==> src/grw_pkg.sv <==
// ----------------------------------------------------------------------------
// grw_pkg
// shared constants, types and the sine table of the grid ray caster
// ----------------------------------------------------------------------------
`default_nettype none

package grw_pkg;

  localparam int MAP_SIZE     = 64;
  localparam int MAP_BITS     = $clog2(MAP_SIZE);
  localparam int FRAC_BITS    = 8;
  localparam int POS_W        = MAP_BITS + FRAC_BITS;
  localparam int ANGLE_W      = 13;
  localparam int FULL_TURN    = 5760;
  localparam int HALF_TURN    = 2880;
  localparam int QUARTER_TURN = 1440;
  localparam int ROM_AW       = 11;
  localparam int MAG_W        = 17;
  localparam int DIST_W       = 16;
  localparam logic [DIST_W-1:0] DIST_MAX = '1;
  localparam int STEP_LIMIT   = MAP_SIZE + 2;
  localparam int STEP_W       = $clog2(STEP_LIMIT + 1);
  localparam int LINE_W       = MAP_BITS + 3;
  localparam int D_W          = $clog2((STEP_LIMIT + 1) << FRAC_BITS) + 1;
  localparam int DVD_W        = MAG_W + 16;
  localparam int PROD_W       = D_W + DVD_W;
  localparam int Q_W          = PROD_W - 16 + 2;
  localparam int DATA_W       = 56;
  localparam longint unsigned PI_Q30 = 64'd3373259426;

  // taylor series denominators (2k)(2k+1) for k = 1..7
  localparam longint unsigned TAYLOR_DEN [8] = '{1, 6, 20, 42, 72, 110, 156, 210};

  typedef enum logic {
    OP_WRITE = 1'b0,
    OP_RAY   = 1'b1
  } op_e;

  typedef enum logic [2:0] {
    W_IDLE,
    W_SLOPE,
    W_STEP,
    W_CHECK,
    W_DIST
  } walk_state_e;

  typedef enum logic [2:0] {
    B_CLEAR,
    B_IDLE,
    B_ROM,
    B_RUN
  } back_state_e;

  // one classified item as it travels through the queue
  typedef struct packed {
    op_e                 op;
    logic [MAP_BITS-1:0] cell_x;
    logic [MAP_BITS-1:0] cell_y;
    logic                wall;
    logic [POS_W-1:0]    start_x;
    logic [POS_W-1:0]    start_y;
    logic [ROM_AW-1:0]   s_idx;
    logic [ROM_AW-1:0]   c_idx;
    logic                s_pos;
    logic                c_pos;
    logic                h_ok;
    logic                v_ok;
  } cmd_t;

  // map cell a walker looks at: line index on its own axis, cell on the other
  typedef struct packed {
    logic [MAP_BITS-1:0] line;
    logic [MAP_BITS-1:0] perp;
  } cell_addr_t;

  typedef logic [MAG_W-1:0] sine_rom_t [QUARTER_TURN+1];

  // quarter-wave sine, Q16, from an integer Taylor series at Q30
  function automatic sine_rom_t build_sine();
    sine_rom_t rom;
    longint unsigned x;
    longint unsigned x2;
    longint unsigned term;
    longint unsigned v;
    longint sum;
    for (int a = 0; a <= QUARTER_TURN; a++) begin
      x = (longint'(a) * PI_Q30) / HALF_TURN;
      x2 = (x * x) >> 30;
      term = x;
      sum = longint'(x);
      for (int k = 1; k <= 7; k++) begin
        term = ((term * x2) >> 30) / TAYLOR_DEN[k];
        if (k % 2 == 1) sum = sum - longint'(term);
        else sum = sum + longint'(term);
      end
      if (sum < 0) sum = 0;
      v = (longint'(sum) + 8192) >> 14;
      if (v > 65536) v = 65536;
      rom[a] = MAG_W'(v);
    end
    return rom;
  endfunction

  localparam sine_rom_t SINE_ROM = build_sine();

endpackage

`default_nettype wire

==> src/grw_front.sv <==
// ----------------------------------------------------------------------------
// grw_front
// accepts items, reduces the angle, picks table indices, queues the result
// ----------------------------------------------------------------------------
`default_nettype none

module grw_front import grw_pkg::*; (
  input  wire logic              clk_i,
  input  wire logic              rst_ni,
  input  wire logic              in_valid_i,
  output logic                   in_ready_o,
  input  wire logic              in_op_i,
  input  wire logic [DATA_W-1:0] in_data_i,
  input  wire logic              hold_i,
  output logic                   cmd_valid_o,
  input  wire logic              cmd_ready_i,
  output cmd_t                   cmd_o
);

  logic [ANGLE_W-1:0] angle;
  logic [ANGLE_W-1:0] a_red;
  logic [ANGLE_W-1:0] a_cos;
  logic [ANGLE_W-1:0] a_cos_red;
  cmd_t               cmd_new;
  cmd_t               fifo_q [2];
  logic               wr_ptr_q, wr_ptr_d;
  logic               rd_ptr_q, rd_ptr_d;
  logic [1:0]         cnt_q, cnt_d;
  logic               push;
  logic               pop;

  // fold an angle in one turn onto the quarter-wave table
  function automatic logic [ROM_AW-1:0] fold(input logic [ANGLE_W-1:0] a);
    logic [ANGLE_W-1:0] r;
    r = (a >= ANGLE_W'(HALF_TURN)) ? a - ANGLE_W'(HALF_TURN) : a;
    if (r > ANGLE_W'(QUARTER_TURN)) r = ANGLE_W'(HALF_TURN) - r;
    return r[ROM_AW-1:0];
  endfunction

  // angle reduction and quadrant flags
  always_comb begin
    angle     = in_data_i[25:13];
    a_red     = (angle >= ANGLE_W'(FULL_TURN)) ? angle - ANGLE_W'(FULL_TURN) : angle;
    a_cos     = a_red + ANGLE_W'(QUARTER_TURN);
    a_cos_red = (a_cos >= ANGLE_W'(FULL_TURN)) ? a_cos - ANGLE_W'(FULL_TURN) : a_cos;

    cmd_new.op      = op_e'(in_op_i);
    cmd_new.cell_x  = in_data_i[5:0];
    cmd_new.cell_y  = in_data_i[11:6];
    cmd_new.wall    = in_data_i[12];
    cmd_new.start_x = in_data_i[39:26];
    cmd_new.start_y = in_data_i[53:40];
    cmd_new.s_idx   = fold(a_red);
    cmd_new.c_idx   = fold(a_cos_red);
    cmd_new.s_pos   = (a_red != '0) && (a_red < ANGLE_W'(HALF_TURN));
    cmd_new.c_pos   = (a_red < ANGLE_W'(QUARTER_TURN)) ||
                      (a_red > ANGLE_W'(HALF_TURN + QUARTER_TURN));
    cmd_new.h_ok    = (a_red != '0) && (a_red != ANGLE_W'(HALF_TURN));
    cmd_new.v_ok    = (a_red != ANGLE_W'(QUARTER_TURN)) &&
                      (a_red != ANGLE_W'(HALF_TURN + QUARTER_TURN));
  end

  // two-entry queue toward the back end
  assign in_ready_o  = (cnt_q != 2'd2) && !hold_i;
  assign cmd_valid_o = (cnt_q != 2'd0);
  assign cmd_o       = fifo_q[rd_ptr_q];
  assign push        = in_valid_i && in_ready_o;
  assign pop         = cmd_valid_o && cmd_ready_i;

  always_comb begin
    wr_ptr_d = push ? !wr_ptr_q : wr_ptr_q;
    rd_ptr_d = pop ? !rd_ptr_q : rd_ptr_q;
    cnt_d    = cnt_q + 2'(push) - 2'(pop);
  end

  always_ff @(posedge clk_i or negedge rst_ni) begin
    if (!rst_ni) begin
      wr_ptr_q <= 1'b0;
      rd_ptr_q <= 1'b0;
      cnt_q    <= 2'd0;
    end else begin
      wr_ptr_q <= wr_ptr_d;
      rd_ptr_q <= rd_ptr_d;
      cnt_q    <= cnt_d;
    end
  end

  always_ff @(posedge clk_i) begin
    if (push) fifo_q[wr_ptr_q] <= cmd_new;
  end

endmodule

`default_nettype wire

==> config.mk <==
export PLATFORM = sky130hd
export DESIGN_NAME = grw_front
export DESIGN_NICKNAME = d
export VERILOG_FILES = /design/src/grw_pkg.sv /design/src/grw_front.sv
export SDC_FILE = /design/constraint.sdc
export NUM_CORES = 1
export LEC_CHECK = 0
export CAP_MARGIN = 20
export CORE_ASPECT_RATIO = 0.8
export CORE_MARGIN = 1
export CORE_UTILIZATION = 35
export DETAILED_ROUTE_END_ITERATION = 12
export DONT_BUFFER_PORTS = 1
export GPL_TIMING_DRIVEN = 0
export MAX_ROUTING_LAYER = met4
export RECOVER_POWER = 100
export REMOVE_ABC_BUFFERS = 1
export SKIP_CTS_REPAIR_TIMING = 1
export SLEW_MARGIN = 20
export SYNTH_ARGS = -nofsm -noshare
export SYNTH_HDL_FRONTEND = slang
export SYNTH_SLANG_ARGS = --single-unit
==> constraint.sdc <==
create_clock -name clk_i -period 4.9 [get_ports clk_i]
set_input_delay 0.735 -clock clk_i [delete_from_list [all_inputs] [get_ports clk_i]]
set_output_delay 0.735 -clock clk_i [all_outputs]
set_load 0.01 [all_outputs]
* Yosys cells after proc, flatten, opt, wreduce, memory -nomap -nowiden
Memory sizes are Yosys's and may differ from the RTL's.
Cells that the tools add are included.
** Storage, ports and cells
- Bits in registers :: 4
- Word-level logic and storage cells :: 46
- Output and inout port bits :: 70
- Input bits :: 62
- Memories :: 1
- Memory bits (writable) :: 136
** Memories
- fifo_q :: depth 2, bits a word 68, rd ports 1, clocked after memory_dff 0, wr ports 1, line grw_front.sv:25 : cmd_t fifo_q [2];
** Operators by class
- Magnitude comparators :: 9
- Multiplexer cells :: 8
- Reductions and logical operators :: 12
- Add/sub/neg operators :: 9
- Equality and inequality tests :: 4
** Operators by type and width (count)
- $mux 13 :: 4
- $ge 13x12->1 const B :: 2
- $ge 13x13->1 const B :: 2
- $gt 13x11->1 const B :: 2
- $sub 13x12->13 const B :: 2
- $sub 13x13->13 const B :: 2
- $mux 11 :: 2
- $sub 10x11->11 const A :: 2
- $add 13x11->13 const B :: 1
- $gt 13x13->1 const B :: 1
- $lt 13x11->1 const B :: 1
- $lt 13x12->1 const B :: 1
- $ne 13x11->1 const B :: 1
- $ne 13x12->1 const B :: 1
- $ne 13x13->1 const B :: 1
- $reduce_bool 13->1 :: 1
- $logic_and 1x1->1 :: 6
- $logic_not 1->1 :: 3
- $add 2x1->2 :: 1
- $mux 1 :: 2
- $ne 2x2->1 const B :: 1
- $reduce_bool 2->1 :: 1
- $sub 2x1->2 :: 1
- $logic_or 1x1->1 :: 1

* Longest topological paths before layout
Gate-level depths: netlist of run 1.
- Depth in word-level cells :: 9
- Depth in mapped cells :: 21
- Gate-level depth less buffers :: 18

* Least setup slack after synthesis of run 1
No wires, ideal clock.
- Path type :: input to register
- From :: input in_data_i[20]
- To :: memory fifo_q[0][5] (netlist bit) (data pin)
- Stages :: 17
- Data required time :: 4.638 ns
- Path slack :: -0.579 ns
- Buffers on the path :: 2
- Arrival time :: 5.216 ns
- Setup time :: 0.262 ns
- Cell sequence :: clkbuf_1 clkbuf_1 inv_1 ha_1 nor2b_2 a211oi_1 xnor3_1 inv_1 or4_4 a211oi_2 o2111a_1 a211oi_1 o22ai_1 mux2_2 o21a_1 a31oi_4 mux2_2
** RTL lines
- start, declared :: line grw_front.sv:13 : input wire logic [DATA_W-1:0] in_data_i,
- end, declared :: line grw_front.sv:25

==> impl_metrics.py, run 1 <==
metrics = {
    "status": {
        "outcome": "finished with violations",
        "failed_checks": "capacitance limit, slew limit",
    },
    "final_layout": {
        "insertedDiodeCount": 0,
        "nFillCells": 1733,
        "final_cell_mix": "134 x edfxtp_1, 65 x mux2_1, 37 x nor2_1, 26 x nand2_1",
        "fin_nets": 616,
        "layout_commonest_cell": "edfxtp_1",
        "stdcell_area_mm2": 0.00818,
        "area_growth_pct": 17.7,
        "final_cell_count_no_fill": 814,
        "multi_input_area_mm2": 0.00288,
        "regArea_mm2": 0.00412,
        "layout-drive-gt1-share_pct": 17.1,
        "utilization_pct": 42.6,
    },
    "synth": {
        "synth.distinct_cells": 63,
        "synth_area_mm2": 0.00696,
        "ys.flop_type": "edfxtp_1",
        "synth_top_area_cell": "edfxtp_1",
        "synth_seq_area_share_pct": 59.3,
        "yosys_warnings": 0,
        "synth_edf_count": 134,
        "ys_ff_latch": 138,
        "async_reset_ff_share_pct": 2.90,
        "syn_inst": 525,
        "synth_top_area_share_pct": 57.9,
        "syn_avg_cell_area_um2": 13.2,
        "synthTopCellsByArea": "edfxtp_1 58%, mux2_2 12%, xnor2_1 2.5%",
    },
    "timing": {
        "finalCriticalPeriod_ns": 4.85,
        "fmax_mhz": 206,
        "fin_hold_ws_ns": 0.412,
        "max_slew_margin_pct": -97.3,
        "worstMarginPinSlew_ns": 2.96,
        "skew_ns": 0.00689,
        "finalHoldViolations": 0,
        "finalSetupViolations": 0,
        "fin_crit_sh_pct": 98.9,
        "layout_setup_ws_ns": 0.0525,
        "slew_violations": 54,
    },
    "critical_path": {
        "cp-start-kind": "primary input",
        "cp.required_ns": 5.05,
        "slowest_delay_ns": 0.62,
        "cp_slowest_cell": "or4_1",
        "cp_cell_sequence": "inv_1 -> ha_4 -> nor3b_4 -> ha_4 -> nand3_4 -> a211oi_4 -> xnor3_2 -> clkinvlp_4 -> buf_4 -> ha_4 -> inv_1 -> or4_1 -> o21ai_4 -> o22ai_4 -> mux2_2 -> o21a_1 -> a31oi_4 -> buf_12 -> mux2_4",
        "cp_max_fo": 8,
        "cp_common_cell": "ha_4",
        "arrival_ns": 5.00,
        "critical-path-top-delay-family": "compound AO/OA/AOI/OAI gates",
        "reg2reg_setup_slack_ns": 0.81,
        "r2r-start": "cnt_q[0]",
        "path_class": "primary input to flip-flop",
        "critPathCaptureType": "flip-flop",
        "cp_num_buf_inv": 5,
        "startpoint": "in_data_i[14]",
    },
    "routing": {
        "routedWlPerCell_um": 17.9,
        "drc": 0,
        "dr.pass1.iters": 5,
        "via_per_inst": 5.33,
        "maxUsedRoutingLayer": "met4",
        "drt-total-wl_mm": 14.5,
        "wl_met1_mm": 6.04,
        "route.met2.wl_mm": 7.01,
        "vias": 4338,
        "dr_wl_met3_mm": 1.26,
        "final_antenna_net_count": 0,
        "drt_iter0_drc": 288,
    },
    "cts": {
        "path_clk_slew_ns": 0.06,
        "cts-htree-levels": 4,
        "clkSinkCount": 138,
        "cts_tree": "yes",
        "clk_path_buf_depth": 2,
        "root_buffer": "clkbuf_16",
        "cts-buffers-inserted": 17,
        "clock_latency_ns": 0.41,
    },
    "die": {
        "coreArea_mm2": 0.0192,
        "rows": 45,
        "die_h_um": 128,
        "die_width_um": 160,
        "io_pins": 132,
        "initial_core_util_pct": 36.2,
        "die_area_mm2": 0.0204,
    },
    "placement": {
        "place_ws_ns": -1.89,
        "dp_hpwl_mm": 9.82,
        "place.gp.congestion": 0.852,
        "placed_area_mm2": 0.00730,
        "dp.cells": 763,
        "port_buffers": 0,
    },
    "power_and_ir_drop": {
        "p_per_area_mw_per_mm2": 497,
        "ir_drop_uv": 255,
        "p_leak_nw": 2.75,
    },
    "grt": {
        "grt_pass1_wl_mm": 21.8,
        "grt_overflow_total": 0,
        "grt_pass1_vias": 4015,
        "antenna_found_initial": 0,
        "grt_max_degree": 54,
        "grt_util_all_layers_pct": 14.4,
    },
    "run": {
        "drv_cap": 1,
    },
    "min_path": {
        "min_from": "in_data_i[8]",
        "worst_hold_path_type": "primary input to flip-flop",
    },
}
[power by group]
part | total [mW] | switching (mW) | internal (mW)
clock network | 1.32 | 0.469 | 0.850
logic | 1.16 | 0.713 | 0.447
registers | 1.59 | 0.0615 | 1.53
[cell families after synthesis]
family,count (synthesis),synth area share [%]
xor gates and xnor gates,32,4.34
and+or+nand+nor,127,9.01
adders and majority gates,11,1.98
buffers and inverters,40,2.64
AOI/OAI and AO/OA,97,9.82
muxes,80,12.9
DFF,138,59.3
[worst paths after layout]
| check | cells past startpoint | to |
|---|---|---|
| max | 19 | fifo_q[1][5] |
| min | 0 | fifo_q[1][57] |
| max reg2reg | 4 | fifo_q[1][9] |
| min reg2reg | 1 | cnt_q[1] |
| max in group asynchronous | 1 | rd_ptr_q |
| min in group asynchronous | 1 | cnt_q[1] |
[Yosys cell counts, types with 2 or more instances]
| cell type | number |
|---|---|
| a211o_1 | 3 |
| a211oi_1 | 5 |
| a21boi_0 | 3 |
| a21oi_1 | 17 |
| a22o_1 | 2 |
| a31oi_1 | 10 |
| and2_1 | 7 |
| and3_1 | 5 |
| buf_1 | 2 |
| buf_4 | 7 |
| clkbuf_1 | 15 |
| dfrtp_1 | 4 |
| edfxtp_1 | 134 |
| ha_1 | 11 |
| inv_1 | 15 |
| mux2_2 | 74 |
| mux2i_1 | 5 |
| nand2_1 | 26 |
| nand2b_1 | 2 |
| nand3_1 | 14 |
| nand4_1 | 2 |
| nor2_1 | 40 |
| nor2b_1 | 3 |
| nor3_1 | 10 |
| nor3b_1 | 2 |
| nor4_1 | 3 |
| o2111ai_1 | 2 |
| o211a_1 | 2 |
| o211ai_1 | 2 |
| o21a_1 | 4 |
| o21ai_0 | 18 |
| o21ai_1 | 2 |
| o22ai_1 | 5 |
| o31a_1 | 4 |
| o31ai_1 | 4 |
| or2_2 | 3 |
| or3_1 | 4 |
| xnor2_1 | 20 |
| xor2_1 | 10 |
[area by class of cell]
type                    count  area share [%]
repair buffers             24            2.17
clock buffers              17            5.20
well taps                 258            3.94
flip-flops and latches    138            50.4
inverters                  15           0.734
clock inverters            15            2.42
multi-input cells         347            35.1
[registers in the layout, indices dropped and copies added, names as in the netlist]
| signal | flops |
|---|---|
| fifo_q | 134 |
| cnt_q | 2 |
| rd_ptr_q | 1 |
| wr_ptr_q | 1 |
[worst register-to-register path, stage by stage (launching register included)]
cell      delay (ns)
dfrtp_1         0.37
inv_1           0.05
a21oi_1         0.33
and3_1          0.69
clkbuf_1        2.14
[per-layer routing]
metal,global-route usage (%),up-vias
met4,5.09,0
met1,17.2,2104
met5,-,-
met3,5.05,30
li1,-,2030
met2,22.8,174
[per-stage QoR]
step / total power [mW] / setup TNS (ns)
floorplan: 2.52 / -17.48
global placement: 2.74 / -138.98
detailed placement: 2.79 / -55.17
CTS: 4.13 / -37.42
global route: 4.28 / -1.57
finish: 4.07 / 0
No activity file was read; power rests on OpenSTA's default activity.
==> inputs of run 2 (changes only) <==
- CORE_ASPECT_RATIO: 0.8 -> 1.1
==> impl_metrics.py, run 2 (synthesis gave the netlist of run 1 again) <==
metrics = {
    "status": {
        "outcome": "finished with violations",
        "failed_checks": "capacitance limit, slew limit",
    },
    "routing": {
        "via_per_inst": 5.34,
        "final_antenna_net_count": 0,
        "drt-total-wl_mm": 14.6,
        "drc": 0,
        "dr.pass1.iters": 5,
        "drt_iter0_drc": 297,
        "vias": 4253,
        "routedWlPerCell_um": 18.3,
    },
    "cts": {
        "cts-htree-levels": 4,
        "clk_path_buf_depth": 2,
        "root_buffer": "clkbuf_16",
        "path_clk_slew_ns": 0.06,
        "clock_latency_ns": 0.41,
        "cts_tree": "yes",
        "cts-buffers-inserted": 17,
        "clkSinkCount": 138,
    },
    "grt": {
        "grt_pass1_vias": 4136,
        "met1_usage_pct": 16.8,
        "met3_usage_pct": 5.01,
        "antenna_found_initial": 0,
        "grt-busiest-layer": "met2",
        "grt_pass1_wl_mm": 22.0,
        "grt_use_met2_pct": 23.2,
        "grt_util_all_layers_pct": 14.7,
        "grt_max_degree": 54,
        "grt_overflow_total": 0,
    },
    "power_and_ir_drop": {
        "p_per_area_mw_per_mm2": 491,
        "p_leak_nw": 2.72,
        "ir_drop_uv": 275,
    },
    "critical_path": {
        "path_class": "primary input to flip-flop",
        "cp-endpoint": "fifo_q[0][5]",
        "critPathCaptureType": "flip-flop",
        "startpoint": "in_data_i[14]",
        "cp_max_fo": 8,
        "reg2reg_to": "fifo_q[0][15]",
        "arrival_ns": 5.00,
        "reg2reg_setup_slack_ns": 0.60,
        "cp-start-kind": "primary input",
        "r2r-start": "cnt_q[0]",
        "cp.required_ns": 5.06,
        "reg2regPathDepth": 7,
    },
    "placement": {
        "dp_hpwl_mm": 10.1,
        "place.gp.congestion": 0.798,
        "port_buffers": 0,
        "place_ws_ns": -1.87,
    },
    "die": {
        "die_h_um": 150,
        "coreArea_mm2": 0.0193,
        "io_pins": 132,
        "initial_core_util_pct": 36.0,
        "die_area_mm2": 0.0204,
        "rows": 53,
        "die_width_um": 136,
    },
    "min_path": {
        "worst_hold_path_type": "primary input to flip-flop",
    },
    "final_layout": {
        "insertedDiodeCount": 0,
        "layout_commonest_cell": "edfxtp_1",
        "fin_nets": 612,
        "final_cell_mix": "134 x edfxtp_1, 65 x mux2_1, 38 x nor2_1, 26 x nand2_1",
        "area_growth_pct": 16.4,
        "largest-register": "fifo_q",
        "layout-drive-gt1-share_pct": 16.2,
        "largest_reg_flops": 134,
        "reg_top3": "fifo_q x134, cnt_q x2",
    },
    "timing": {
        "finalCriticalPeriod_ns": 4.84,
        "finalHoldViolations": 0,
        "fmax_mhz": 207,
        "finalSetupViolations": 0,
        "max_slew_margin_pct": -92.6,
        "slew_violations": 49,
        "fin_crit_sh_pct": 98.8,
        "skew_ns": 0.00789,
        "layout_setup_ws_ns": 0.0583,
        "fin_hold_ws_ns": 0.414,
        "worstMarginPinSlew_ns": 2.89,
    },
    "run": {
        "drv_cap": 1,
    },
}
==> run 2: area by class of cell <==
type	count	area, µm²
Timing Repair Buffer	20	151
Clock inverter	13	153
Clock buffer	17	425
Multi-Input combinational cell	347	2870
Inverter	15	60.1
Sequential cell	138	4120
Fill cell	1744	11200
Tap cell	247	309
==> run 2: critical path, stage by stage <==
cell,delay [ns]
inv_1,0.07
ha_4,0.17
nor3b_4,0.22
ha_4,0.24
nand3_4,0.11
a211oi_4,0.35
xnor3_2,0.31
clkinvlp_4,0.13
or4_4,0.46
a211oi_4,0.38
o21a_4,0.24
mux2i_1,0.28
nor2_1,0.09
mux2_2,0.30
o21a_1,0.21
a31oi_4,0.34
mux2_4,0.35
==> run 2: routing by layer <==
| metal | part of all wire [%] | routed length (µm) |
|---|---|---|
| met5 | 0 | 0 |
| met4 | 1.9 | 274 |
| met3 | 9.0 | 1310 |
| met2 | 49 | 7090 |
| met1 | 41 | 5910 |
==> run 2: worst min path at each step <==
stage | to | slack (ns) | depth (start not counted) | startpoint
global route | fifo_q[0][41] | 0.38 | 0 | in_data_i[27]
CTS | rd_ptr_q | -0.01 | 0 | rst_ni
global placement | wr_ptr_q | 0.44 | 0 | rst_ni
floorplan | cnt_q[0] | 0.44 | 0 | rst_ni
finish | fifo_q[0][41] | 0.41 | 0 | in_data_i[27]
detailed placement | wr_ptr_q | 0.44 | 0 | rst_ni
==> run 2: metrics by stage <==
stage / instance area (µm²) / utilization (%) / TNS [ns] / power [mW] / instances
2_1_floorplan: 6830 / - / -17.48 / 2.52 / 500
3_3_place_gp: 7140 / 37.0 / -149.38 / 2.75 / 747
3_5_place_dp: 7290 / 37.8 / -53.79 / 2.80 / 752
4_1_cts: 7870 / 40.8 / -36.68 / 4.07 / 782
5_1_grt: 8090 / 41.9 / -0.916 / 4.19 / 797
6_report: 8090 / 41.9 / 0 / 3.97 / 797
==> run 2: report_power, final <==
group	switching [mW]	internal (mW)	leakage (nW)	total, mW
Clock	0.458	0.788	0.276	1.25
Sequential	0.0625	1.53	1.27	1.59
Combinational	0.711	0.424	1.18	1.14
Total	1.23	2.74	2.72	3.97
==> inputs of run 3 (changes only) <==
- CORE_ASPECT_RATIO: 1.1 -> 1.2
- SLEW_MARGIN: 20 -> 40
==> impl_metrics.py, run 3 (synthesis gave the netlist of run 1 again) <==
metrics = {
    "final_layout": {
        "multi_input_area_mm2": 0.00287,
        "nFillCells": 1835,
        "regArea_mm2": 0.00412,
        "final_cell_mix": "134 x edfxtp_1, 65 x mux2_1, 39 x nor2_1, 26 x nand2_1, 18 x xnor2_1",
        "stdcell_area_mm2": 0.00811,
        "largest_reg_flops": 134,
        "largest-register": "fifo_q",
        "utilization_pct": 41.6,
        "layout_commonest_cell": "edfxtp_1",
        "fin_nets": 615,
        "layout-drive-gt1-share_pct": 16.9,
        "area_growth_pct": 16.6,
        "reg_top3": "fifo_q x134, cnt_q x2",
        "insertedDiodeCount": 0,
    },
    "grt": {
        "grt_pass1_wl_mm": 22.1,
        "antenna_found_initial": 0,
        "grt_pass1_vias": 4272,
        "grt_overflow_total": 0,
        "grt_util_all_layers_pct": 15.0,
        "grt_max_degree": 41,
    },
    "cts": {
        "cts_tree": "yes",
        "clkSinkCount": 138,
        "clock_latency_ns": 0.42,
        "clk_path_buf_depth": 2,
        "cts-buffers-inserted": 17,
        "cts-htree-levels": 4,
        "root_buffer": "clkbuf_16",
        "path_clk_slew_ns": 0.06,
    },
    "die": {
        "die_width_um": 131,
        "die_h_um": 156,
        "io_pins": 132,
        "initial_core_util_pct": 35.7,
        "die_area_mm2": 0.0204,
        "coreArea_mm2": 0.0195,
        "rows": 56,
    },
    "routing": {
        "vias": 4391,
        "drc": 0,
        "via_per_inst": 5.38,
        "final_antenna_net_count": 0,
        "drt-total-wl_mm": 15.2,
        "dr.pass1.iters": 5,
        "drt_iter0_drc": 251,
        "routedWlPerCell_um": 18.6,
    },
    "timing": {
        "skew_ns": 0.0118,
        "fin_crit_sh_pct": 97.4,
        "worstMarginPinSlew_ns": 1.85,
        "fin_setup_tns_ns": 0,
        "slew_violations": 88,
        "finalCriticalPeriod_ns": 4.77,
        "finalHoldViolations": 0,
        "max_slew_margin_pct": -23.6,
        "finalSetupViolations": 0,
        "fmax_mhz": 210,
        "fin_hold_ws_ns": 0.411,
    },
    "critical_path": {
        "reg2reg_to": "fifo_q[0][46]",
        "startpoint": "in_data_i[14]",
        "reg2reg_setup_slack_ns": 0.65,
        "reg2regPathDepth": 5,
        "cp_max_fo": 8,
        "arrival_ns": 4.93,
        "path_class": "primary input to flip-flop",
        "r2r-start": "cnt_q[1]",
        "cp-start-kind": "primary input",
        "cp.required_ns": 5.06,
        "critPathCaptureType": "flip-flop",
    },
    "status": {
        "outcome": "finished with violations",
        "failed_checks": "capacitance limit, slew limit",
    },
    "min_path": {
        "worst_hold_path.endpoint": "fifo_q[0][28]",
        "min_from": "in_data_i[42]",
        "worst_hold_path_type": "primary input to flip-flop",
        "worstHoldPathCells": 0,
    },
    "placement": {
        "port_buffers": 0,
        "dp_hpwl_mm": 10.6,
        "place.gp.congestion": 0.808,
        "placed_area_mm2": 0.00730,
    },
    "run": {
        "drv_cap": 3,
    },
    "power_and_ir_drop": {
        "p_per_area_mw_per_mm2": 492,
        "p_total_mw": 3.99,
        "p_leak_nw": 2.73,
        "ir_drop_uv": 267,
    },
}
run 3: final cells by class:
class	instances	area share (%)
timing repair buffer	23	1.94
sequential	138	50.8
clock inverter	14	1.79
clock buffer	18	5.29
multi-input combinational	347	35.4
inverter	15	0.740
tap	261	4.03
run 3: per-stage QoR:
stage	setup WS, ns	std cells
global route	-0.0991	816
global placement	-1.76	761
finish	0.129	816
detailed placement	-1.75	767
floorplan	-0.743	500
CTS	-1.29	799
run 3: critical path, cell delays in order:
cell and delay [ns]:
inv_1 0.09, ha_4 0.16, nor3b_4 0.22, ha_4 0.23, nand3_4 0.12, a211oi_4 0.31
mux2_4 0.35, or4_4 0.55, a211oi_4 0.36, o2111a_1 0.27, a211oi_2 0.07, o22ai_4 0.22
mux2_4 0.34, o21a_1 0.21, a31oi_4 0.35, mux2_4 0.34
run 3: worst max-delay path by stage:
stage                     slack, ns       endpoint  cells after the start
after global routing           -0.1  fifo_q[1][14]                     18
after global placement        -1.76  fifo_q[0][23]                     17
final                          0.13   fifo_q[0][5]                     16
after floorplan               -0.74   fifo_q[0][5]                     17
after detailed placement      -1.75   fifo_q[0][5]                     17
after CTS                     -1.29   fifo_q[1][5]                     17
run 3: power by group:
part           total, mW  internal [mW]  switching, mW
Clock               1.24          0.751          0.485
Combinational       1.14          0.437          0.704
Sequential          1.61           1.53         0.0845
run 3: routing by layer:
| layer | global-route usage [%] | vias to the layer above | share of wire, % |
|---|---|---|---|
| li1 | - | 2033 | - |
| met1 | 15.0 | 2158 | 36 |
| met2 | 25.7 | 177 | 51 |
| met3 | 6.60 | 23 | 11 |
| met4 | 4.93 | 0 | 1.7 |
| met5 | - | - | 0 |
